## src/hdl/accumulator_cpu_step_core_assert.svh

```systemverilog
// Assertion macros shared by the accumulator machine RTL.
`ifndef ACCUMULATOR_CPU_STEP_CORE_ASSERT_SVH
`define ACCUMULATOR_CPU_STEP_CORE_ASSERT_SVH

// Same-cycle implication, clocked on clk, off during reset.
`define ACS_ASSERT_NOW(label, ante, cons, msg) \
    label: assert property (@(posedge clk) disable iff (!rst_n) (ante) |-> (cons)) \
        else $error(msg);

// Next-cycle implication, clocked on clk, off during reset.
`define ACS_ASSERT_NEXT(label, ante, cons, msg) \
    label: assert property (@(posedge clk) disable iff (!rst_n) (ante) |=> (cons)) \
        else $error(msg);

`endif

```

## src/hdl/acs_pkg.sv

```systemverilog
// Types and constants of the accumulator machine.
package acs_pkg;

    localparam int WORD_W    = 16;
    localparam int PC_W      = 9;
    localparam int OPND_W    = 12;
    localparam int OPC_W     = 4;
    localparam int LADDR_W   = 8;
    // wide enough to hold any address bound of the program memory
    localparam int CMP_W     = 13;

    typedef enum logic [1:0] {
        REQ_WRITE = 2'd0,
        REQ_START = 2'd1,
        REQ_EXEC  = 2'd2,
        REQ_NONE  = 2'd3
    } req_t;

    typedef enum logic [1:0] {
        ST_OK      = 2'd0,
        ST_MEMERR  = 2'd1,
        ST_ILLEGAL = 2'd2,
        ST_HALT    = 2'd3
    } status_t;

    localparam logic [OPC_W-1:0] OP_LOADI = 4'h0;
    localparam logic [OPC_W-1:0] OP_LOAD  = 4'h1;
    localparam logic [OPC_W-1:0] OP_STORE = 4'h3;
    localparam logic [OPC_W-1:0] OP_ADD   = 4'h5;
    localparam logic [OPC_W-1:0] OP_HALT  = 4'hC;

endpackage

```

## src/hdl/acs_ram.sv

```systemverilog
// Program memory: one write port, one read port, registered read data.
module acs_ram
    import acs_pkg::*;
#(
    parameter int DEPTH = 256,
    parameter int AW    = 8
)
(
    input  logic              clk,
    input  logic              we,
    input  logic [AW-1:0]     waddr,
    input  logic [WORD_W-1:0] wdata,
    input  logic              re,
    input  logic [AW-1:0]     raddr,
    output logic [WORD_W-1:0] rdata
);

    logic [WORD_W-1:0] mem [DEPTH];
    logic [WORD_W-1:0] rdata_reg;

    always_ff @(posedge clk)
    begin
        if (we)
        begin
            mem[waddr] <= wdata;
        end
    end

    // hold the last read word until the next read
    always_ff @(posedge clk)
    begin
        if (re)
        begin
            rdata_reg <= mem[raddr];
        end
    end

    assign rdata = rdata_reg;

endmodule

```

## src/hdl/accumulator_cpu_step_core.sv

```systemverilog
// Top level of the accumulator machine: request sequencer, machine state, result register.
//
// One item is in work at a time and a new one is taken in the cycle the previous one
// completes, while the finished result may still wait in the output register. A write,
// start or unknown request completes in the issue state. An execute item completes in
// the fetch state for loadi, store, halt, illegal opcode and operand address errors, in
// the operand state for load and add, or in the issue state when the machine is stopped
// or the program counter is out of range; the dependent operand read follows the fetch
// through the single read port. Memory contents are undefined after reset: no clearing pass.
`include "accumulator_cpu_step_core_assert.svh"

module accumulator_cpu_step_core
    import acs_pkg::*;
#(
    parameter int MEM_WORDS = 256
)
(
    input  logic                clk,
    input  logic                rst_n,
    input  logic                in_valid,
    output logic                in_ready,
    input  logic [1:0]          req_type,
    input  logic [LADDR_W-1:0]  load_addr,
    input  logic [WORD_W-1:0]   load_word,
    output logic                out_valid,
    input  logic                out_ready,
    output logic [PC_W-1:0]     pc_now,
    output logic signed [WORD_W-1:0] acc_now,
    output logic                is_halted,
    output logic [1:0]          status
);

    localparam int AW = $clog2(MEM_WORDS);
    localparam logic [CMP_W-1:0] MEM_LIM = CMP_W'(MEM_WORDS);

    typedef enum logic [1:0] {
        S_IDLE,
        S_ISSUE,
        S_FETCH,
        S_OPER
    } state_t;

    state_t             state_reg, state_next;
    req_t               req_reg;
    logic [LADDR_W-1:0] addr_reg;
    logic [WORD_W-1:0]  word_reg;
    logic               is_add_reg, is_add_next;

    logic [WORD_W-1:0]  acc_reg, acc_next;
    logic [PC_W-1:0]    pc_reg, pc_next;
    logic               stopped_reg, stopped_next;
    status_t            st_next;

    logic               out_valid_reg;
    logic [PC_W-1:0]    out_pc_reg;
    logic [WORD_W-1:0]  out_acc_reg;
    logic               out_halted_reg;
    status_t            out_status_reg;

    logic               in_xfer;
    logic               slot_free;
    logic               fin;
    logic               done;
    logic               we_want;
    logic               mem_we;
    logic               mem_re;
    logic [AW-1:0]      mem_waddr;
    logic [AW-1:0]      mem_raddr;
    logic [WORD_W-1:0]  mem_wdata;
    logic [WORD_W-1:0]  mem_rdata;

    logic [OPC_W-1:0]   opcode;
    logic [OPND_W-1:0]  operand;
    logic [CMP_W-1:0]   laddr_ext;
    logic [CMP_W-1:0]   pc_ext;
    logic [CMP_W-1:0]   opnd_ext;

    assign opcode    = mem_rdata[WORD_W-1 -: OPC_W];
    assign operand   = mem_rdata[OPND_W-1:0];
    assign laddr_ext = {{(CMP_W-LADDR_W){1'b0}}, addr_reg};
    assign pc_ext    = {{(CMP_W-PC_W){1'b0}}, pc_reg};
    assign opnd_ext  = {{(CMP_W-OPND_W){1'b0}}, operand};

    assign slot_free = !out_valid_reg || out_ready;
    assign done      = fin && slot_free;
    assign mem_we    = we_want && done;
    assign in_ready  = (state_reg == S_IDLE) || done;
    assign in_xfer   = in_valid && in_ready;

    always_comb
    begin
        state_next   = state_reg;
        is_add_next  = is_add_reg;
        acc_next     = acc_reg;
        pc_next      = pc_reg;
        stopped_next = stopped_reg;
        st_next      = ST_OK;
        fin          = 1'b0;
        we_want      = 1'b0;
        mem_re       = 1'b0;
        mem_waddr    = laddr_ext[AW-1:0];
        mem_wdata    = word_reg;
        mem_raddr    = pc_ext[AW-1:0];

        unique case (state_reg)
            S_IDLE:
            begin
            end
            S_ISSUE:
            begin
                unique case (req_reg)
                    REQ_WRITE:
                    begin
                        fin     = 1'b1;
                        we_want = (laddr_ext < MEM_LIM);
                    end
                    REQ_START:
                    begin
                        fin          = 1'b1;
                        acc_next     = '0;
                        pc_next      = '0;
                        stopped_next = 1'b0;
                    end
                    REQ_EXEC:
                    begin
                        if (stopped_reg)
                        begin
                            fin = 1'b1;
                        end
                        else if (pc_ext >= MEM_LIM)
                        begin
                            fin          = 1'b1;
                            stopped_next = 1'b1;
                            st_next      = ST_MEMERR;
                        end
                        else
                        begin
                            mem_re     = 1'b1;
                            state_next = S_FETCH;
                        end
                    end
                    REQ_NONE:
                    begin
                        fin = 1'b1;
                    end
                    default:
                    begin
                        fin = 1'b1;
                    end
                endcase
            end
            S_FETCH:
            begin
                mem_raddr = opnd_ext[AW-1:0];
                mem_waddr = opnd_ext[AW-1:0];
                mem_wdata = acc_reg;
                unique case (opcode)
                    OP_LOADI:
                    begin
                        fin      = 1'b1;
                        acc_next = {{(WORD_W-OPND_W){operand[OPND_W-1]}}, operand};
                        pc_next  = pc_reg + PC_W'(1);
                    end
                    OP_LOAD, OP_ADD:
                    begin
                        if (opnd_ext >= MEM_LIM)
                        begin
                            fin          = 1'b1;
                            stopped_next = 1'b1;
                            st_next      = ST_MEMERR;
                        end
                        else
                        begin
                            mem_re      = 1'b1;
                            is_add_next = (opcode == OP_ADD);
                            state_next  = S_OPER;
                        end
                    end
                    OP_STORE:
                    begin
                        fin = 1'b1;
                        if (opnd_ext >= MEM_LIM)
                        begin
                            stopped_next = 1'b1;
                            st_next      = ST_MEMERR;
                        end
                        else
                        begin
                            we_want = 1'b1;
                            pc_next = pc_reg + PC_W'(1);
                        end
                    end
                    OP_HALT:
                    begin
                        fin          = 1'b1;
                        stopped_next = 1'b1;
                        st_next      = ST_HALT;
                    end
                    default:
                    begin
                        fin          = 1'b1;
                        stopped_next = 1'b1;
                        st_next      = ST_ILLEGAL;
                    end
                endcase
            end
            S_OPER:
            begin
                fin      = 1'b1;
                acc_next = is_add_reg ? (acc_reg + mem_rdata) : mem_rdata;
                pc_next  = pc_reg + PC_W'(1);
            end
            default:
            begin
            end
        endcase

        // a finished item frees the sequencer; a new transfer may follow at once
        if (in_xfer)
        begin
            state_next = S_ISSUE;
        end
        else if (done)
        begin
            state_next = S_IDLE;
        end
    end

    always_ff @(posedge clk or negedge rst_n)
    begin
        if (!rst_n)
        begin
            state_reg      <= S_IDLE;
            is_add_reg     <= 1'b0;
            acc_reg        <= '0;
            pc_reg         <= '0;
            stopped_reg    <= 1'b1;
            out_valid_reg  <= 1'b0;
        end
        else
        begin
            state_reg  <= state_next;
            is_add_reg <= is_add_next;
            if (done)
            begin
                acc_reg       <= acc_next;
                pc_reg        <= pc_next;
                stopped_reg   <= stopped_next;
                out_valid_reg <= 1'b1;
            end
            else if (out_ready)
            begin
                out_valid_reg <= 1'b0;
            end
        end
    end

    always_ff @(posedge clk)
    begin
        if (in_xfer)
        begin
            req_reg  <= req_t'(req_type);
            addr_reg <= load_addr;
            word_reg <= load_word;
        end
        if (done)
        begin
            out_pc_reg     <= pc_next;
            out_acc_reg    <= acc_next;
            out_halted_reg <= stopped_next;
            out_status_reg <= st_next;
        end
    end

    // a store completes its item, so the next fetch always sees the written word
    acs_ram #(
        .DEPTH (MEM_WORDS),
        .AW    (AW)
    ) u_ram (
        .clk   (clk),
        .we    (mem_we),
        .waddr (mem_waddr),
        .wdata (mem_wdata),
        .re    (mem_re),
        .raddr (mem_raddr),
        .rdata (mem_rdata)
    );

    assign out_valid = out_valid_reg;
    assign pc_now    = out_pc_reg;
    assign acc_now   = out_acc_reg;
    assign is_halted = out_halted_reg;
    assign status    = out_status_reg;

    `ACS_ASSERT_NOW(a_oper_after_fetch, state_reg == S_OPER, ($past(state_reg) == S_FETCH) || ($past(state_reg) == S_OPER), "operand read without a preceding fetch")
    `ACS_ASSERT_NOW(a_write_on_done, mem_we, done, "memory written without completing an item")
    `ACS_ASSERT_NOW(a_done_slot, done, slot_free, "item completed into an occupied result register")
    `ACS_ASSERT_NOW(a_busy_no_accept, (state_reg != S_IDLE) && !done, !in_ready, "new item taken while one is in work")
    `ACS_ASSERT_NEXT(a_done_result, done, out_valid_reg, "completed item left no result")

endmodule

```

## config.mk

```make
export PLATFORM = sky130hd
export DESIGN_NAME = accumulator_cpu_step_core
export DESIGN_NICKNAME = d
export VERILOG_FILES = /design/src/hdl/acs_pkg.sv /design/src/hdl/acs_ram.sv /design/src/hdl/accumulator_cpu_step_core.sv
export VERILOG_INCLUDE_DIRS = /design/src /design/src/hdl
export SDC_FILE = /design/constraint.sdc
export NUM_CORES = 2
export LEC_CHECK = 0
export BUFFER_PORTS_ARGS = -buffer_cell sky130_fd_sc_hd__buf_4
export CORE_ASPECT_RATIO = 0.8
export CORE_MARGIN = 1.5
export CORE_UTILIZATION = 60
export CTS_CLUSTER_DIAMETER = 120
export DETAILED_ROUTE_END_ITERATION = 10
export PLACE_DENSITY = 0.81
export SYNTH_ARGS = -nofsm -noshare
export SYNTH_HDL_FRONTEND = slang
export SYNTH_SLANG_ARGS = --single-unit
```

## constraint.sdc

```tcl
create_clock -name clk -period 6.2 [get_ports clk]
set_clock_uncertainty 0.05 [all_clocks]
set_input_delay 1.24 -clock clk [delete_from_list [all_inputs] [get_ports clk]]
set_output_delay 1.24 -clock clk [all_outputs]
set_load 0.02 [all_outputs]
```

Word level (Yosys, flattened, before mapping)
Memories as Yosys holds them, arrays and structs flattened. A register that Yosys moved wholly into a read port is not among the register bits.
Index checks and enable logic that the tools add are counted.

word-level totals
  memories kept = 1
  output and inout bits = 30
  memory bits (writable) = 4,096
  bits in registers = 84
  logic and storage cells = 99
  input port bits = 30

memories
  memory     words  bits a word  rd ports  clocked after Yosys merged registers in  wr ports  RTL line       text
  u_ram.mem  256    16           1         1                                        1         acs_ram.sv:18  logic [WORD_W-1:0] mem [DEPTH];

cells by class
  reduce and logical (&&, ||, !) cells = 16
  eq/ne operators = 15
  add/subtract/negate cells = 2
  muxes and demuxes = 48
  magnitude comparators = 3
  bitwise operators = 1

operators by type and width
  kind                                                  number
  two-way mux 16 bit                                    4
  one-hot mux 16 bit (3 select lines)                   1
  one-hot mux 9 bit (3 select lines)                    1
  two-way mux 1 bit                                     20
  two-way mux 9 bit                                     2
  one-hot mux 9 bit (2 select lines)                    1
  adder 16 bit                                          1
  two-way mux 8 bit                                     2
  inequality test 4 bit, second input constant          4
  two-way mux 2 bit                                     7
  >= comparator 12 x 9 -> 1 bit, second input constant  1
  one-hot mux 1 bit (2 select lines)                    6
  adder 9 x 1 -> 9 bit, second input constant           1
  >= comparator 9 bit, second input constant            1
  < comparator 8 x 9 -> 1 bit, second input constant    1
  equality test 2 bit, second input constant            4
  one-hot mux 2 bit (2 select lines)                    2
  one-hot mux 2 bit (3 select lines)                    1
  AND reduction 6 bit                                   1
  OR reduction 3 bit                                    2
  equality test 2 x 1 -> 1 bit, second input constant   2
  equality test 4 x 1 -> 1 bit, second input constant   1
  equality test 4 x 2 -> 1 bit, second input constant   1
  equality test 4 x 3 -> 1 bit, second input constant   1
  other kinds (13)                                      17

Logic depth before layout (Yosys ltp)
  word-level depth = 10
  gate-level depth with buffers = 15
  gate-level depth less buffers = 11

Hierarchy
A second synthesis with hierarchy kept.

unflattened totals
  cells, all modules = 7,900
  area, all modules = 164,153.7 µm²

modules (own cells, without submodules)
  module                     area an instance (µm²)  seq. area each (µm²)  cells each  instances
  acs_ram                    158,874.9               123,478.4             7,360       1
  accumulator_cpu_step_core  5,278.8                 2,373.5               540         1

Worst setup path before layout
No wires, ideal clock.

  kind = register to register
  start point = reg state_reg[0]
  end point = mem u_ram.mem[0][7] (data pin)
  stages on the path, launching flop included = 10
  period minus slack after synthesis = 4,542 ps
  setup time = 557 ps
  data required time = 5,593 ps
  slack = 1,658 ps
  arrival = 3,935 ps
  path buffers = 6
  cell sequence = dfrtp_1 -> inv_1 -> ha_1 -> buf_4 -> buf_4 -> buf_2 -> clkbuf_1 -> clkbuf_1 -> buf_1 -> mux2_2

on the way
  cells in the longest elaborated chain, start to end = 2

ends and longest elaborated chain
  item                    RTL line                          text
  from (decl)             accumulator_cpu_step_core.sv:43   state_t state_reg, state_next;
  from (signal assigned)  accumulator_cpu_step_core.sv:242  state_reg <= state_next;
  equality test 2 bit     accumulator_cpu_step_core.sv:105  unique case (state_reg)
  two-way mux 16 bit      accumulator_cpu_step_core.sv:105
  named net mem_wdata[7]  accumulator_cpu_step_core.sv:69   logic [WORD_W-1:0] mem_wdata;
  to (decl)               acs_ram.sv:18

The timed path passes the listed nets, and every way through them passes these cells.

Final worst setup path
  start point = reg state_reg[0]
  end point = reg u_ram.rdata_reg[3] (netlist: u_ram.rdata[3]) (read register of u_ram.mem) (data pin)

on the way
  cells in the longest elaborated chain, start to end = 2
  elaborated cells between the ends (all ways) = 4
  classes of those cells = eq/ne: 2; mux: 2

ends and longest elaborated chain
  item                                                                            RTL line                          text
  equality test 2 bit / equality test 2 x 1 -> 1 bit (equally long branches)      accumulator_cpu_step_core.sv:105
  one-hot mux 1 bit (2 select lines) / two-way mux 8 bit (equally long branches)  accumulator_cpu_step_core.sv:105
  to (decl)                                                                       acs_ram.sv:19                     logic [WORD_W-1:0] rdata_reg;

Several ways; a longest one is shown, not always the timed one.
A chain may end at the register's enable or synchronous reset.

==> impl_metrics.env <==
export IMPL_setup_violations=0
export IMPL_cts_sinks=4196
export IMPL_ys_types=65
export IMPL_period_needed_ns=5.93
export IMPL_vias=107000
export IMPL_placementRows=172
export IMPL_yosysTopAreaCell="edfxtp_1"
export IMPL_die_height_um=474
export IMPL_synth_area_leaders="edfxtp_1 75%, nand2_1 5.5%, mux4_2 3.4%"
export IMPL_crit_type="flip-flop to flip-flop"
export IMPL_path_clk_slew_ns=0.07
export IMPL_hpwl_mm=287
export IMPL_pre_cts_slack_ns=0.512
export IMPL_root_buffer="clkbuf_16"
export IMPL_post_cts_buffers=0
export IMPL_largest_reg_flops=4096
export IMPL_leakagePower_nw=63.0
export IMPL_netlist_area_um2=166000
export IMPL_hold_viol_final=0
export IMPL_grt_first_pass_wirelength_mm=704
export IMPL_h_tree_depth=5
export IMPL_final_nets=11600
export IMPL_critPathLaunchType="flip-flop"
export IMPL_slew_viol_final=6
export IMPL_fin_crit_sh_pct=95.7
export IMPL_critPathMaxFanout=35
export IMPL_drt_iter0_drc=21600
export IMPL_synth_warnings=0
export IMPL_ys_seq_elements=4196
export IMPL_gp_congestion=0.951
export IMPL_synth_edf_count=4166
export IMPL_wirelength_mm=494
export IMPL_drc=0
export IMPL_synth_cells=11300
export IMPL_violations="max-capacitance violations, max-slew violations"
export IMPL_worstPathRequired_ns=6.82
export IMPL_die_x_um=592
export IMPL_synth_flop_cell="edfxtp_1"
export IMPL_setup_tns_ns=0
export IMPL_grt_total_usage_pct=34.8
export IMPL_fmax_ghz=0.169
export IMPL_wl_per_cell_um=31.9
export IMPL_drv_cap=3
export IMPL_final_util_pct=67.4
export IMPL_critPathCaptureType="flip-flop"
export IMPL_core_area_um2=275000
export IMPL_setup_ws_ns=0.268
export IMPL_syn_avg_cell_area_um2=14.8
export IMPL_antenna_found_initial=34
export IMPL_ir_drop_uv=548
export IMPL_die_area_um2=281000
export IMPL_overflow=0
export IMPL_drtAntennaViolNets=0
export IMPL_synth_top_cell_area_share_pct=75.1
export IMPL_cp_arrival_ns=6.55
export IMPL_hold_buffers=0
export IMPL_num_io_pins=60
export IMPL_dr_pass1_iters=9
export IMPL_port_buffers=59
export IMPL_status="finished with violations"
export IMPL_synthArstFlopShare_pct=0.715
export IMPL_initial_utilization_pct=60.5
export IMPL_area_growth_pct=11.5
export IMPL_hp_class="input pin to async pin"
export IMPL_yosysSeqAreaShare_pct=75.6
export IMPL_synth_fp_nets=11300
export IMPL_p_per_area_nw_per_um2=476
export IMPL_layout_drive_gt1_share_pct=12.0
export IMPL_grt_pass1_vias=102000
export IMPL_top_register="u_ram.mem"
export IMPL_grt_max_degree=167
export IMPL_cts_tree="yes"
export IMPL_numCtsBuffers=385
export IMPL_clkLatencyLatePin_ns=0.94
export IMPL_slew_limit_headroom_pct=-16.5
export IMPL_post_cts_resized=0
export IMPL_grt_setup_unrepaired="false"
export IMPL_clockBufferDepth=4
export IMPL_worstMarginPinSlew_ns=1.73
export IMPL_drt_vias_per_instance=6.94
## power by group
group	total, mW	leakage [nW]	switching, mW	internal, mW
logic	29.6	19.2	22.1	7.44
clock network	23.1	5.84	10.2	12.9
registers	35.8	38.0	0.327	35.4
total	88.4	63.0	32.7	55.7
## final timing paths
kind / from / end / slack [ns] / cells after the start
min: rst_n / out_valid / 0.22 / 1
max reg2reg: state_reg[0] / u_ram.rdata[3] / 0.27 / 13
min in group clk: load_word[13] / word_reg[13] / 0.44 / 1
max in group asynchronous: rst_n / stopped_reg / 5.52 / 1
min reg2reg: stopped_reg / stopped_reg / 0.45 / 2
max: state_reg[0] / u_ram.rdata[3] / 0.27 / 13
## layout by cell type (no fill, tap or decap), drive strengths merged, types with 30 or more instances in the layout
cell type	netlist	final
o21ai	119	119
o221ai	246	246
nand4	127	127
mux4	255	255
nor2	540	540
edfxtp	4166	4166
bufinv	0	30
mux2i	508	508
buf	342	581
nand3	644	644
a21oi	682	682
a31oi	132	132
nand2	2454	2454
inv	26	36
nor3	263	263
o22ai	123	123
clkbuf	377	480
clkinv	0	155
## cell families after synthesis
kind of cell / share of synthesized area, %
flops: 75.6
buf+inv: 2.06
compound gates: 5.14
mux: 6.71
fa+ha+maj: 0.200
simple gates: 10.2
xor+xnor: 0.0684
## area by class of cell
class	count	area [um^2]
clock buffer	480	10200
multi-input combinational	6316	37700
timing repair buffer	581	5390
antenna	9	22.5
clock inverter	202	1780
tap	3654	4570
inverter	26	97.6
sequential	4196	126000
fill	16900	89700
## metrics by stage
stage,cells,hold WS [ns],instance area (um^2),total power [mW]
6_report,15500,0.215,186000,88.4
5_1_grt,15500,0.230,186000,90.2
4_1_cts,15500,0.198,186000,87.0
3_5_place_dp,14800,0.437,174000,64.3
3_3_place_gp,14800,0.417,174000,63.5
2_1_floorplan,11300,0.408,166000,52.6
## critical path, stage by stage, from the launching register on
cell and delay (ns):
dfrtp_1 0.43, inv_1 0.17, ha_4 0.40, mux2i_4 0.86, buf_12 0.37, buf_12 0.27, buf_4 0.31, mux2i_1 0.24
o221ai_1 0.20, nand4_1 0.21, nand2_1 0.08, o22ai_1 0.79, o21ai_0 0.79, and4_1 0.44
## cells in the mapped netlist, types with 29 or more instances
master    instances
edfxtp_1       4166
nand2_1        2454
a21oi_1         682
nand3_1         644
nor2_1          540
mux2i_1         507
clkbuf_1        377
nor3_1          263
mux4_2          255
o221ai_1        246
buf_2           196
a31oi_1         132
nand4_1         127
o22ai_1         123
o21ai_0          95
buf_1            75
buf_4            38
buf_6            33
dfrtp_1          29
mux2_2           29
## metal layers
| layer | global-route usage [%] | share of wire, % | vias up | wire [um] |
|---|---|---|---|---|
| met4 | 15.2 | 5.2 | 38 | 25900 |
| met3 | 13.1 | 18 | 1608 | 87300 |
| met5 | 0.518 | 0.14 | - | 713 |
| met2 | 49.7 | 43 | 10500 | 212000 |
| met1 | 48.1 | 34 | 52200 | 168000 |
| li1 | - | - | 43000 | - |
Note: power is estimated with default switching activity, not from simulation.
